==> src/hw/rtl/ndg_pkg.sv <==
package ndg_pkg;

   localparam int unsigned MAX_DIMENSION = 2048;

   localparam int unsigned DIM_W   = 12;
   localparam int unsigned COORD_W = 11;
   localparam int unsigned ACC_W   = 23;
   localparam int unsigned PIXEL_W = 24;
   localparam int unsigned GRAY_W  = 8;
   localparam int unsigned LUMA_W  = 16;

   localparam int unsigned PADDR_W   = 5;
   localparam int unsigned PDATA_W   = 32;
   localparam int unsigned REG_IDX_W = 3;

   localparam logic [REG_IDX_W-1:0] REG_SOURCE_WIDTH  = 3'd0;
   localparam logic [REG_IDX_W-1:0] REG_SOURCE_HEIGHT = 3'd1;
   localparam logic [REG_IDX_W-1:0] REG_TARGET_WIDTH  = 3'd2;
   localparam logic [REG_IDX_W-1:0] REG_TARGET_HEIGHT = 3'd3;
   localparam logic [REG_IDX_W-1:0] REG_COLOR_MODE    = 3'd4;

   localparam logic FMT_RGB565 = 1'b0;
   localparam logic FMT_RGB888 = 1'b1;

   localparam logic [DIM_W-1:0] RESET_WIDTH  = 12'd160;
   localparam logic [DIM_W-1:0] RESET_HEIGHT = 12'd120;
   localparam logic [DIM_W-1:0] DIM_MAX      = DIM_W'(MAX_DIMENSION);
   localparam logic [DIM_W-1:0] DIM_ONE      = 12'd1;

   // 0.299, 0.587, 0.114 scaled by 256
   localparam logic [7:0] COEF_R = 8'd77;
   localparam logic [7:0] COEF_G = 8'd150;
   localparam logic [7:0] COEF_B = 8'd29;

   typedef struct packed {
      logic [DIM_W-1:0] src_w;
      logic [DIM_W-1:0] src_h;
      logic [DIM_W-1:0] dst_w;
      logic [DIM_W-1:0] dst_h;
      logic             color_mode;
   } cfg_type;

   typedef struct packed {
      logic               keep;
      logic [COORD_W-1:0] out_x;
      logic [COORD_W-1:0] out_y;
      logic               frame_end;
   } sel_type;

endpackage

==> src/hw/rtl/ndg_req_if.sv <==
interface ndg_req_if;
   logic                         valid;
   logic                         ready;
   logic [ndg_pkg::PIXEL_W-1:0]  pixel_word;
   logic                         frame_start;

   modport source (output valid, output pixel_word, output frame_start, input ready);
   modport sink (input valid, input pixel_word, input frame_start, output ready);
endinterface

==> src/hw/rtl/ndg_rsp_if.sv <==
interface ndg_rsp_if;
   logic                         valid;
   logic                         ready;
   logic [ndg_pkg::GRAY_W-1:0]   gray;
   logic [ndg_pkg::COORD_W-1:0]  out_x;
   logic [ndg_pkg::COORD_W-1:0]  out_y;
   logic                         frame_end;

   modport source (output valid, output gray, output out_x, output out_y, output frame_end,
                   input ready);
   modport sink (input valid, input gray, input out_x, input out_y, input frame_end,
                 output ready);
endinterface

==> src/hw/rtl/nearest_downscale_to_gray.sv <==
// path: a req transfer loads the input stage, and a kept pixel then moves to the result register
// throughput: one pixel per cycle, the selection counters stepping once per pixel;
// dropped pixels keep moving while rsp stalls, a kept one waits for the result slot
// reset (synchronous, active high) loads 160x120 to 160x120, RGB565, and
// restarts the frame counters; any write to a defined register restarts them as well
module nearest_downscale_to_gray (
   input  logic                          clock,
   input  logic                          reset,
   ndg_req_if.sink                       req,
   ndg_rsp_if.source                     rsp,
   input  logic                          csr_psel,
   input  logic                          csr_penable,
   input  logic                          csr_pwrite,
   input  logic [ndg_pkg::PADDR_W-1:0]   csr_paddr,
   input  logic [ndg_pkg::PDATA_W-1:0]   csr_pwdata,
   output logic [ndg_pkg::PDATA_W-1:0]   csr_prdata,
   output logic                          csr_pready
);

   ndg_pkg::cfg_type              cfg;
   ndg_pkg::sel_type              sel;
   logic                          restart;

   logic                          in_valid_ff, in_valid_in;
   logic [ndg_pkg::PIXEL_W-1:0]   in_word_ff;
   logic                          in_start_ff;
   logic                          rsp_valid_ff, rsp_valid_in;
   logic [ndg_pkg::GRAY_W-1:0]    gray_ff, gray_in;
   logic [ndg_pkg::COORD_W-1:0]   out_x_ff, out_y_ff;
   logic                          frame_end_ff;
   logic                          accept, advance;

   ndg_csr u_csr (
      .clock   (clock),
      .reset   (reset),
      .psel    (csr_psel),
      .penable (csr_penable),
      .pwrite  (csr_pwrite),
      .paddr   (csr_paddr),
      .pwdata  (csr_pwdata),
      .prdata  (csr_prdata),
      .pready  (csr_pready),
      .cfg     (cfg),
      .restart (restart)
   );

   ndg_select u_select (
      .clock       (clock),
      .reset       (reset),
      .cfg         (cfg),
      .restart     (restart),
      .step        (advance),
      .frame_start (in_start_ff),
      .sel         (sel)
   );

   ndg_luma u_luma (
      .color_mode (cfg.color_mode),
      .pixel_word (in_word_ff),
      .gray       (gray_in)
   );

   // a dropped pixel always moves on; a kept one needs the result slot
   assign advance   = in_valid_ff && (!sel.keep || !rsp_valid_ff || rsp.ready);
   assign req.ready = !in_valid_ff || advance;
   assign accept    = req.valid && req.ready;

   assign in_valid_in  = accept || (in_valid_ff && !advance);
   assign rsp_valid_in = (advance && sel.keep) || (rsp_valid_ff && !rsp.ready);

   always_ff @(posedge clock) begin
      if (reset) begin
         in_valid_ff  <= 1'b0;
         rsp_valid_ff <= 1'b0;
      end else begin
         in_valid_ff  <= in_valid_in;
         rsp_valid_ff <= rsp_valid_in;
      end
   end

   always_ff @(posedge clock) begin
      if (accept) begin
         in_word_ff  <= req.pixel_word;
         in_start_ff <= req.frame_start;
      end
      if (advance && sel.keep) begin
         gray_ff      <= gray_in;
         out_x_ff     <= sel.out_x;
         out_y_ff     <= sel.out_y;
         frame_end_ff <= sel.frame_end;
      end
   end

   assign rsp.valid     = rsp_valid_ff;
   assign rsp.gray      = gray_ff;
   assign rsp.out_x     = out_x_ff;
   assign rsp.out_y     = out_y_ff;
   assign rsp.frame_end = frame_end_ff;

`ifndef SYNTH
   a_coords_in_target : assert property (@(posedge clock) disable iff (reset)
      rsp_valid_ff |-> ({1'b0, out_x_ff} < cfg.dst_w) && ({1'b0, out_y_ff} < cfg.dst_h))
      else $error("result coordinates outside the target frame");

   a_frame_end_last : assert property (@(posedge clock) disable iff (reset)
      rsp_valid_ff && frame_end_ff |->
         ({1'b0, out_x_ff} + 12'd1 == cfg.dst_w) && ({1'b0, out_y_ff} + 12'd1 == cfg.dst_h))
      else $error("frame end marked away from the last target pixel");

   a_accept_lands : assert property (@(posedge clock) disable iff (reset)
      accept |=> in_valid_ff)
      else $error("accepted pixel missing from the input stage");

   a_kept_lands : assert property (@(posedge clock) disable iff (reset)
      advance && sel.keep |=> rsp_valid_ff)
      else $error("kept pixel missing from the result register");
`endif

endmodule

==> src/hw/rtl/ndg_csr.sv <==
module ndg_csr (
   input  logic                          clock,
   input  logic                          reset,
   input  logic                          psel,
   input  logic                          penable,
   input  logic                          pwrite,
   input  logic [ndg_pkg::PADDR_W-1:0]   paddr,
   input  logic [ndg_pkg::PDATA_W-1:0]   pwdata,
   output logic [ndg_pkg::PDATA_W-1:0]   prdata,
   output logic                          pready,
   output ndg_pkg::cfg_type              cfg,
   output logic                          restart
);

   logic [ndg_pkg::DIM_W-1:0]     source_width_ff, source_height_ff;
   logic [ndg_pkg::DIM_W-1:0]     target_width_ff, target_height_ff;
   logic                          color_mode_ff;
   logic [ndg_pkg::REG_IDX_W-1:0] index;
   logic                          write_en;
   logic                          index_ok;

   assign index    = paddr[ndg_pkg::PADDR_W-1:2];
   assign write_en = psel && penable && pwrite;
   assign index_ok = (index == ndg_pkg::REG_SOURCE_WIDTH) ||
                     (index == ndg_pkg::REG_SOURCE_HEIGHT) ||
                     (index == ndg_pkg::REG_TARGET_WIDTH) ||
                     (index == ndg_pkg::REG_TARGET_HEIGHT) ||
                     (index == ndg_pkg::REG_COLOR_MODE);
   assign restart  = write_en && index_ok;
   assign pready   = 1'b1;

   always_ff @(posedge clock) begin
      if (reset) begin
         source_width_ff  <= ndg_pkg::RESET_WIDTH;
         source_height_ff <= ndg_pkg::RESET_HEIGHT;
         target_width_ff  <= ndg_pkg::RESET_WIDTH;
         target_height_ff <= ndg_pkg::RESET_HEIGHT;
         color_mode_ff    <= ndg_pkg::FMT_RGB565;
      end else if (write_en) begin
         unique case (index)
            ndg_pkg::REG_SOURCE_WIDTH:  source_width_ff  <= pwdata[ndg_pkg::DIM_W-1:0];
            ndg_pkg::REG_SOURCE_HEIGHT: source_height_ff <= pwdata[ndg_pkg::DIM_W-1:0];
            ndg_pkg::REG_TARGET_WIDTH:  target_width_ff  <= pwdata[ndg_pkg::DIM_W-1:0];
            ndg_pkg::REG_TARGET_HEIGHT: target_height_ff <= pwdata[ndg_pkg::DIM_W-1:0];
            ndg_pkg::REG_COLOR_MODE:    color_mode_ff    <= pwdata[0];
            default: ;
         endcase
      end
   end

   always_comb begin
      unique case (index)
         ndg_pkg::REG_SOURCE_WIDTH:  prdata = ndg_pkg::PDATA_W'(source_width_ff);
         ndg_pkg::REG_SOURCE_HEIGHT: prdata = ndg_pkg::PDATA_W'(source_height_ff);
         ndg_pkg::REG_TARGET_WIDTH:  prdata = ndg_pkg::PDATA_W'(target_width_ff);
         ndg_pkg::REG_TARGET_HEIGHT: prdata = ndg_pkg::PDATA_W'(target_height_ff);
         ndg_pkg::REG_COLOR_MODE:    prdata = ndg_pkg::PDATA_W'(color_mode_ff);
         default:                    prdata = '0;
      endcase
   end

   // zero reads as one, source saturates, target clamps to source
   always_comb begin
      if (source_width_ff == '0)                   cfg.src_w = ndg_pkg::DIM_ONE;
      else if (source_width_ff > ndg_pkg::DIM_MAX) cfg.src_w = ndg_pkg::DIM_MAX;
      else                                         cfg.src_w = source_width_ff;

      if (source_height_ff == '0)                   cfg.src_h = ndg_pkg::DIM_ONE;
      else if (source_height_ff > ndg_pkg::DIM_MAX) cfg.src_h = ndg_pkg::DIM_MAX;
      else                                          cfg.src_h = source_height_ff;

      if (target_width_ff == '0)             cfg.dst_w = ndg_pkg::DIM_ONE;
      else if (target_width_ff > cfg.src_w)  cfg.dst_w = cfg.src_w;
      else                                   cfg.dst_w = target_width_ff;

      if (target_height_ff == '0)            cfg.dst_h = ndg_pkg::DIM_ONE;
      else if (target_height_ff > cfg.src_h) cfg.dst_h = cfg.src_h;
      else                                   cfg.dst_h = target_height_ff;

      cfg.color_mode = color_mode_ff;
   end

endmodule

==> src/hw/rtl/ndg_luma.sv <==
module ndg_luma (
   input  logic                         color_mode,
   input  logic [ndg_pkg::PIXEL_W-1:0]  pixel_word,
   output logic [ndg_pkg::GRAY_W-1:0]   gray
);

   logic [7:0]                  red, green, blue;
   logic [ndg_pkg::LUMA_W-1:0]  sum;

   always_comb begin
      if (color_mode == ndg_pkg::FMT_RGB888) begin
         red   = pixel_word[23:16];
         green = pixel_word[15:8];
         blue  = pixel_word[7:0];
      end else begin
         // widen by shifting, no bit replication
         red   = {pixel_word[15:11], 3'b000};
         green = {pixel_word[10:5], 2'b00};
         blue  = {pixel_word[4:0], 3'b000};
      end
   end

   assign sum = ndg_pkg::LUMA_W'(ndg_pkg::COEF_R) * ndg_pkg::LUMA_W'(red) +
                ndg_pkg::LUMA_W'(ndg_pkg::COEF_G) * ndg_pkg::LUMA_W'(green) +
                ndg_pkg::LUMA_W'(ndg_pkg::COEF_B) * ndg_pkg::LUMA_W'(blue);
   assign gray = sum[ndg_pkg::LUMA_W-1:ndg_pkg::LUMA_W-ndg_pkg::GRAY_W];

endmodule

==> src/hw/rtl/ndg_select.sv <==
module ndg_select (
   input  logic                 clock,
   input  logic                 reset,
   input  ndg_pkg::cfg_type     cfg,
   input  logic                 restart,
   input  logic                 step,
   input  logic                 frame_start,
   output ndg_pkg::sel_type     sel
);

   localparam int unsigned DW = ndg_pkg::DIM_W;
   localparam int unsigned AW = ndg_pkg::ACC_W;

   logic [ndg_pkg::COORD_W-1:0] src_col_ff, src_col_in, src_row_ff, src_row_in;
   logic [DW-1:0]               dst_col_ff, dst_col_in, dst_row_ff, dst_row_in;
   logic [AW-1:0]               col_t_ff, col_t_in, col_s_ff, col_s_in;
   logic [AW-1:0]               row_t_ff, row_t_in, row_s_ff, row_s_in;
   logic                        row_sel_ff, row_sel_in;
   logic                        pending_ff;

   logic                        restart_now;
   logic [ndg_pkg::COORD_W-1:0] cur_src_col, cur_src_row;
   logic [DW-1:0]               cur_dst_col, cur_dst_row;
   logic [AW-1:0]               cur_col_t, cur_col_s, cur_row_t, cur_row_s;
   logic                        cur_row_sel;
   logic [DW-1:0]               src_col_inc, src_row_inc;
   logic [AW-1:0]               row_t_next, row_s_next;

   // a register write or frame_start puts the counters back to frame start
   assign restart_now = frame_start || pending_ff;

   always_comb begin
      if (restart_now) begin
         cur_src_col = '0;
         cur_src_row = '0;
         cur_dst_col = '0;
         cur_dst_row = '0;
         cur_col_t   = '0;
         cur_col_s   = AW'(cfg.dst_w);
         cur_row_t   = '0;
         cur_row_s   = AW'(cfg.dst_h);
         cur_row_sel = 1'b1;
      end else begin
         cur_src_col = src_col_ff;
         cur_src_row = src_row_ff;
         cur_dst_col = dst_col_ff;
         cur_dst_row = dst_row_ff;
         cur_col_t   = col_t_ff;
         cur_col_s   = col_s_ff;
         cur_row_t   = row_t_ff;
         cur_row_s   = row_s_ff;
         cur_row_sel = row_sel_ff;
      end
   end

   always_comb begin
      sel.keep      = cur_row_sel && (cur_col_t < cur_col_s);
      sel.out_x     = cur_dst_col[ndg_pkg::COORD_W-1:0];
      sel.out_y     = cur_dst_row[ndg_pkg::COORD_W-1:0];
      sel.frame_end = ({1'b0, cur_dst_col} + 13'd1 == {1'b0, cfg.dst_w}) &&
                      ({1'b0, cur_dst_row} + 13'd1 == {1'b0, cfg.dst_h});
   end

   always_comb begin
      src_col_inc = DW'(cur_src_col) + DW'(1);
      src_row_inc = DW'(cur_src_row) + DW'(1);
      row_t_next  = cur_row_sel ? cur_row_t + AW'(cfg.src_h) : cur_row_t;
      row_s_next  = cur_row_s + AW'(cfg.dst_h);

      src_row_in = cur_src_row;
      dst_row_in = cur_dst_row;
      row_t_in   = cur_row_t;
      row_s_in   = cur_row_s;
      row_sel_in = cur_row_sel;

      if (src_col_inc >= cfg.src_w) begin
         // end of source line
         src_col_in = '0;
         dst_col_in = '0;
         col_t_in   = '0;
         col_s_in   = AW'(cfg.dst_w);
         if (src_row_inc >= cfg.src_h) begin
            src_row_in = '0;
            dst_row_in = '0;
            row_t_in   = '0;
            row_s_in   = AW'(cfg.dst_h);
            row_sel_in = 1'b1;
         end else begin
            src_row_in = src_row_inc[ndg_pkg::COORD_W-1:0];
            dst_row_in = cur_row_sel ? cur_dst_row + DW'(1) : cur_dst_row;
            row_t_in   = row_t_next;
            row_s_in   = row_s_next;
            row_sel_in = row_t_next < row_s_next;
         end
      end else begin
         src_col_in = src_col_inc[ndg_pkg::COORD_W-1:0];
         dst_col_in = sel.keep ? cur_dst_col + DW'(1) : cur_dst_col;
         col_t_in   = sel.keep ? cur_col_t + AW'(cfg.src_w) : cur_col_t;
         col_s_in   = cur_col_s + AW'(cfg.dst_w);
      end
   end

   always_ff @(posedge clock) begin
      if (reset) begin
         src_col_ff <= '0;
         src_row_ff <= '0;
         dst_col_ff <= '0;
         dst_row_ff <= '0;
         col_t_ff   <= '0;
         col_s_ff   <= '0;
         row_t_ff   <= '0;
         row_s_ff   <= '0;
         row_sel_ff <= 1'b1;
         pending_ff <= 1'b1;
      end else if (restart) begin
         pending_ff <= 1'b1;
      end else if (step) begin
         src_col_ff <= src_col_in;
         src_row_ff <= src_row_in;
         dst_col_ff <= dst_col_in;
         dst_row_ff <= dst_row_in;
         col_t_ff   <= col_t_in;
         col_s_ff   <= col_s_in;
         row_t_ff   <= row_t_in;
         row_s_ff   <= row_s_in;
         row_sel_ff <= row_sel_in;
         pending_ff <= 1'b0;
      end
   end

endmodule
==> src/flat_wrapper.sv <==
// flat-port wrapper written by rule: the top's interface ports become plain ports
module nearest_downscale_to_gray_flat 
  (clock, reset, csr_psel, csr_penable, csr_pwrite, csr_paddr, csr_pwdata, csr_prdata, csr_pready, req_valid, req_pixel_word, req_frame_start, req_ready, rsp_valid, rsp_gray, rsp_out_x, rsp_out_y, rsp_frame_end, rsp_ready);
  ndg_req_if req_i ();
  ndg_rsp_if rsp_i ();
  input  logic clock;
  input  logic reset;
  input  logic csr_psel;
  input  logic csr_penable;
  input  logic csr_pwrite;
  input  logic [ndg_pkg::PADDR_W-1:0] csr_paddr;
  input  logic [ndg_pkg::PDATA_W-1:0] csr_pwdata;
  output logic [ndg_pkg::PDATA_W-1:0] csr_prdata;
  output logic csr_pready;
  input wire logic [$bits(req_i.valid)-1:0] req_valid;
  input wire logic [$bits(req_i.pixel_word)-1:0] req_pixel_word;
  input wire logic [$bits(req_i.frame_start)-1:0] req_frame_start;
  output wire logic [$bits(req_i.ready)-1:0] req_ready;
  output wire logic [$bits(rsp_i.valid)-1:0] rsp_valid;
  output wire logic [$bits(rsp_i.gray)-1:0] rsp_gray;
  output wire logic [$bits(rsp_i.out_x)-1:0] rsp_out_x;
  output wire logic [$bits(rsp_i.out_y)-1:0] rsp_out_y;
  output wire logic [$bits(rsp_i.frame_end)-1:0] rsp_frame_end;
  input wire logic [$bits(rsp_i.ready)-1:0] rsp_ready;
  assign req_i.valid = req_valid;
  assign req_i.pixel_word = req_pixel_word;
  assign req_i.frame_start = req_frame_start;
  assign req_ready = req_i.ready;
  assign rsp_valid = rsp_i.valid;
  assign rsp_gray = rsp_i.gray;
  assign rsp_out_x = rsp_i.out_x;
  assign rsp_out_y = rsp_i.out_y;
  assign rsp_frame_end = rsp_i.frame_end;
  assign rsp_i.ready = rsp_ready;
  nearest_downscale_to_gray u_core (.clock(clock), .reset(reset), .req(req_i), .rsp(rsp_i), .csr_psel(csr_psel), .csr_penable(csr_penable), .csr_pwrite(csr_pwrite), .csr_paddr(csr_paddr), .csr_pwdata(csr_pwdata), .csr_prdata(csr_prdata), .csr_pready(csr_pready));
endmodule
==> config.mk <==
export PLATFORM = sky130hd
export DESIGN_NAME = nearest_downscale_to_gray_flat
export DESIGN_NICKNAME = d
export VERILOG_FILES = /design/src/hw/rtl/ndg_pkg.sv /design/src/hw/rtl/ndg_req_if.sv /design/src/hw/rtl/ndg_rsp_if.sv /design/src/hw/rtl/nearest_downscale_to_gray.sv /design/src/hw/rtl/ndg_csr.sv /design/src/hw/rtl/ndg_luma.sv /design/src/hw/rtl/ndg_select.sv /design/src/flat_wrapper.sv
export SDC_FILE = /design/constraint.sdc
export NUM_CORES = 1
export LEC_CHECK = 0
export ABC_AREA = 1
export BUFFER_PORTS_ARGS = -buffer_cell sky130_fd_sc_hd__buf_2
export CAP_MARGIN = 25
export CORE_MARGIN = 3
export CORE_UTILIZATION = 45
export CTS_CLUSTER_SIZE = 12
export DETAILED_ROUTE_END_ITERATION = 10
export SETUP_SLACK_MARGIN = 0.5
export SYNTH_ARGS = -nofsm -noshare
export SYNTH_HDL_FRONTEND = slang
export SYNTH_SLANG_ARGS = --single-unit
==> constraint.sdc <==
create_clock -name clock -period 15.98 [get_ports clock]
set_input_delay 1.598 -clock clock [delete_from_list [all_inputs] [get_ports clock]]
set_output_delay 1.598 -clock clock [all_outputs]
set_load 0.01 [all_outputs]
==> flow_summary.toml <==
[run_status]
status = "finished clean"

[timing]
min_period_ns = 8.32
setup_viol = 0
worst_slew_pin_slew_ns = 1.07
fin_crit_sh = 0.520
skew_ns = 0.0281
tns_ns = 0
fmax_mhz = 120
max_slew_margin = 0.287
rsz0062_at_grt = "false"
final-max-slew-violation-count = 0
setup_slack_ns = 7.66
final-hold-violation-count = 0

[power_and_ir_drop]
ir_drop_mv = 0.0715
pwr_density_cell_nw_per_um2 = 102
power_uw = 2440
p_leak_uw = 0.0116

[floorplanning]
die_area_um2 = 51600
start_util = 0.458
io-pin-count = 135
num_rows = 80
die_y_um = 227
die_w_um = 227
coreArea_um2 = 48000

[clocking]
tritoncts = "yes"
clkTransAtPathRegs_ns = 0.06
cts_hold_buf = 0
clock_sinks = 247
insertion_delay_ns = 0.55
cts_resized = 0
cts.path.max_buffers = 3
htreeDepth = 2
postCtsSetupRepairBufs = 0
numCtsBuffers = 35
cts_root_buffer = "clkbuf_16"

[place]
dpl.hpwl_um = 44400
pre_cts_ws_ns = 8.20
dp.cells = 3813
gp_congestion = 0.897
io_buffers = 91

[route]
wire_per_inst_um = 15.8
routed_wl_um = 61300
drtAntennaViolNets = 0
drt-pass1-iter-count = 7
viasPerCell = 5.25
drtIter0Drc = 1399
drc = 0
vias = 20326

[worst_setup_path]
cp_max_fo = 37
worstPathRequired_ns = 14.38
path_buf_inv = 7
critPathSlowestCell = "nand2_2"
cp-end-kind = "output pin"
cp_top_family = "simple AND/OR/NAND/NOR gates"
crit_top_cell = "nor2_1"
cp_data_arrival_time_ns = 6.72
criticalPathCategory = "reg -> out"
max_stage_delay_ns = 0.60
cp-start-kind = "register"

[synth]
synth-seq-cells = 247
async_flop_share = 0
yosysMostFrequentCell = "nand2_1"
synth.avg_cell_area_um2 = 6.84
ys_top_cells_by_area = "dfxtp_1 17%, ha_1 13%, nand2_1 13%"
synth_ff_type = "dfxtp_1"
synth.distinct_cells = 57
synth_top_area_frac = 0.174
yosysSeqAreaShare = 0.250
netlist_area_um2 = 22000
yosys_warnings = 0
synth_edf_count = 56
synthTopCellsByCount = "750 x nand2_1, 536 x inv_1, 273 x a21oi_1"
netlist_instances = 3215
yosysTopAreaCell = "dfxtp_1"

[grt]
grt_pass1_wl_um = 98700
grt_pass1_vias = 19412
grt_usage = 0.236
antenna_found_initial = 0
grt_max_degree = 97
grt_overflow_total = 0

[layout]
syn_to_final_growth_pct = 8.84
stdcell_count = 3875
drive_gt1_frac = 0.0638
antennaDiodeCount = 0
nNetsFinal = 3593
fillers = 4850

[hold_path]
min-delay-path-class = "reg -> reg"

[job]
drv_cap = 0
==> routing by layer <==
metal	global-route usage	wire length (µm)
met5	0	0
met4	0.0709	1410
met3	0.0329	3410
met2	0.392	27500
met1	0.321	29000
==> per-stage QoR <==
stage | instance area (µm²) | utilization | hold slack [ns]
finish | 23900 | 0.498 | 0.463
floorplan | 22100 | - | 0.443
global route | 23900 | 0.498 | 0.473
detailed placement | 22700 | 0.473 | 0.456
global placement | 22700 | 0.473 | 0.452
CTS | 23900 | 0.497 | 0.464
==> state kept, by name, indices dropped and copies added (netlist names), 12 cells and up <==
signal,cells
u_core.u_csr.target_width_ff,12
u_core.u_select.dst_row_ff,12
u_core.u_select.col_t_ff,23
u_core.u_csr.source_height_ff,12
u_core.u_select.col_s_ff,23
u_core.u_select.row_s_ff,23
u_core.u_select.row_t_ff,23
u_core.in_word_ff,24
u_core.u_csr.target_height_ff,12
u_core.u_select.dst_col_ff,12
u_core.u_csr.source_width_ff,12
==> worst register-to-register path, delay by kind of cell (launching register included) <==
family	cells	cell delay, ns
simple gates	16	2.99
buf+inv	7	2.58
compound gates	6	1.08
fa+ha+maj	2	0.64
flops	1	0.36
==> final timing paths <==
path | startpoint | to | slack (ns) | cells past startpoint
worst min register to register | u_core.u_select.col_s_ff[11] | u_core.u_select.col_s_ff[11] | 0.46 | 2
worst min-delay path | u_core.u_select.col_s_ff[11] | u_core.u_select.col_s_ff[11] | 0.46 | 2
worst max-delay path | u_core.u_csr.source_width_ff[0] | req_ready | 7.66 | 29
worst max register to register | u_core.u_csr.source_width_ff[0] | u_core.u_select.row_s_ff[22] | 8.22 | 31
==> layout by cell type, fill, tap and decap left out, drive strengths merged, types with 46 or more instances in the layout <==
cell type,netlist,layout
a21oi,273,273
buf,71,111
clkbuf,74,46
dfxtp,191,191
edfxtp,56,56
fa,59,59
ha,228,228
inv,542,542
nand2,755,755
nand3,163,163
nor2,257,257
o21ai,209,209
xor2,99,99
==> final cells by class <==
cell class	instances	area, µm²	area share
tap	615	769	0.0321
clock buffer	46	968	0.0404
sequential	247	5510	0.230
timing repair buffer	111	643	0.0269
clock inverter	14	209	0.00872
multi-input combinational	2300	13800	0.577
inverter	542	2040	0.0851
==> cell families after synthesis <==
kind of cell | synth area share
AND/OR/NAND/NOR | 0.241
buffers and inverters | 0.126
AO/OA/AOI/OAI | 0.147
adder cells (fa/ha/maj) | 0.183
flip-flops | 0.250
XOR/XNOR | 0.0517
other | 0.000341
==> report_power, final <==
part	total [µW]	internal, µW	leakage (µW)	switching (µW)
Sequential	725	710	0.00210	14.5
Combinational	906	362	0.00890	545
Clock	813	506	0.000572	307
Total	2440	1580	0.0116	866
No activity file was read; power rests on OpenSTA's default activity.
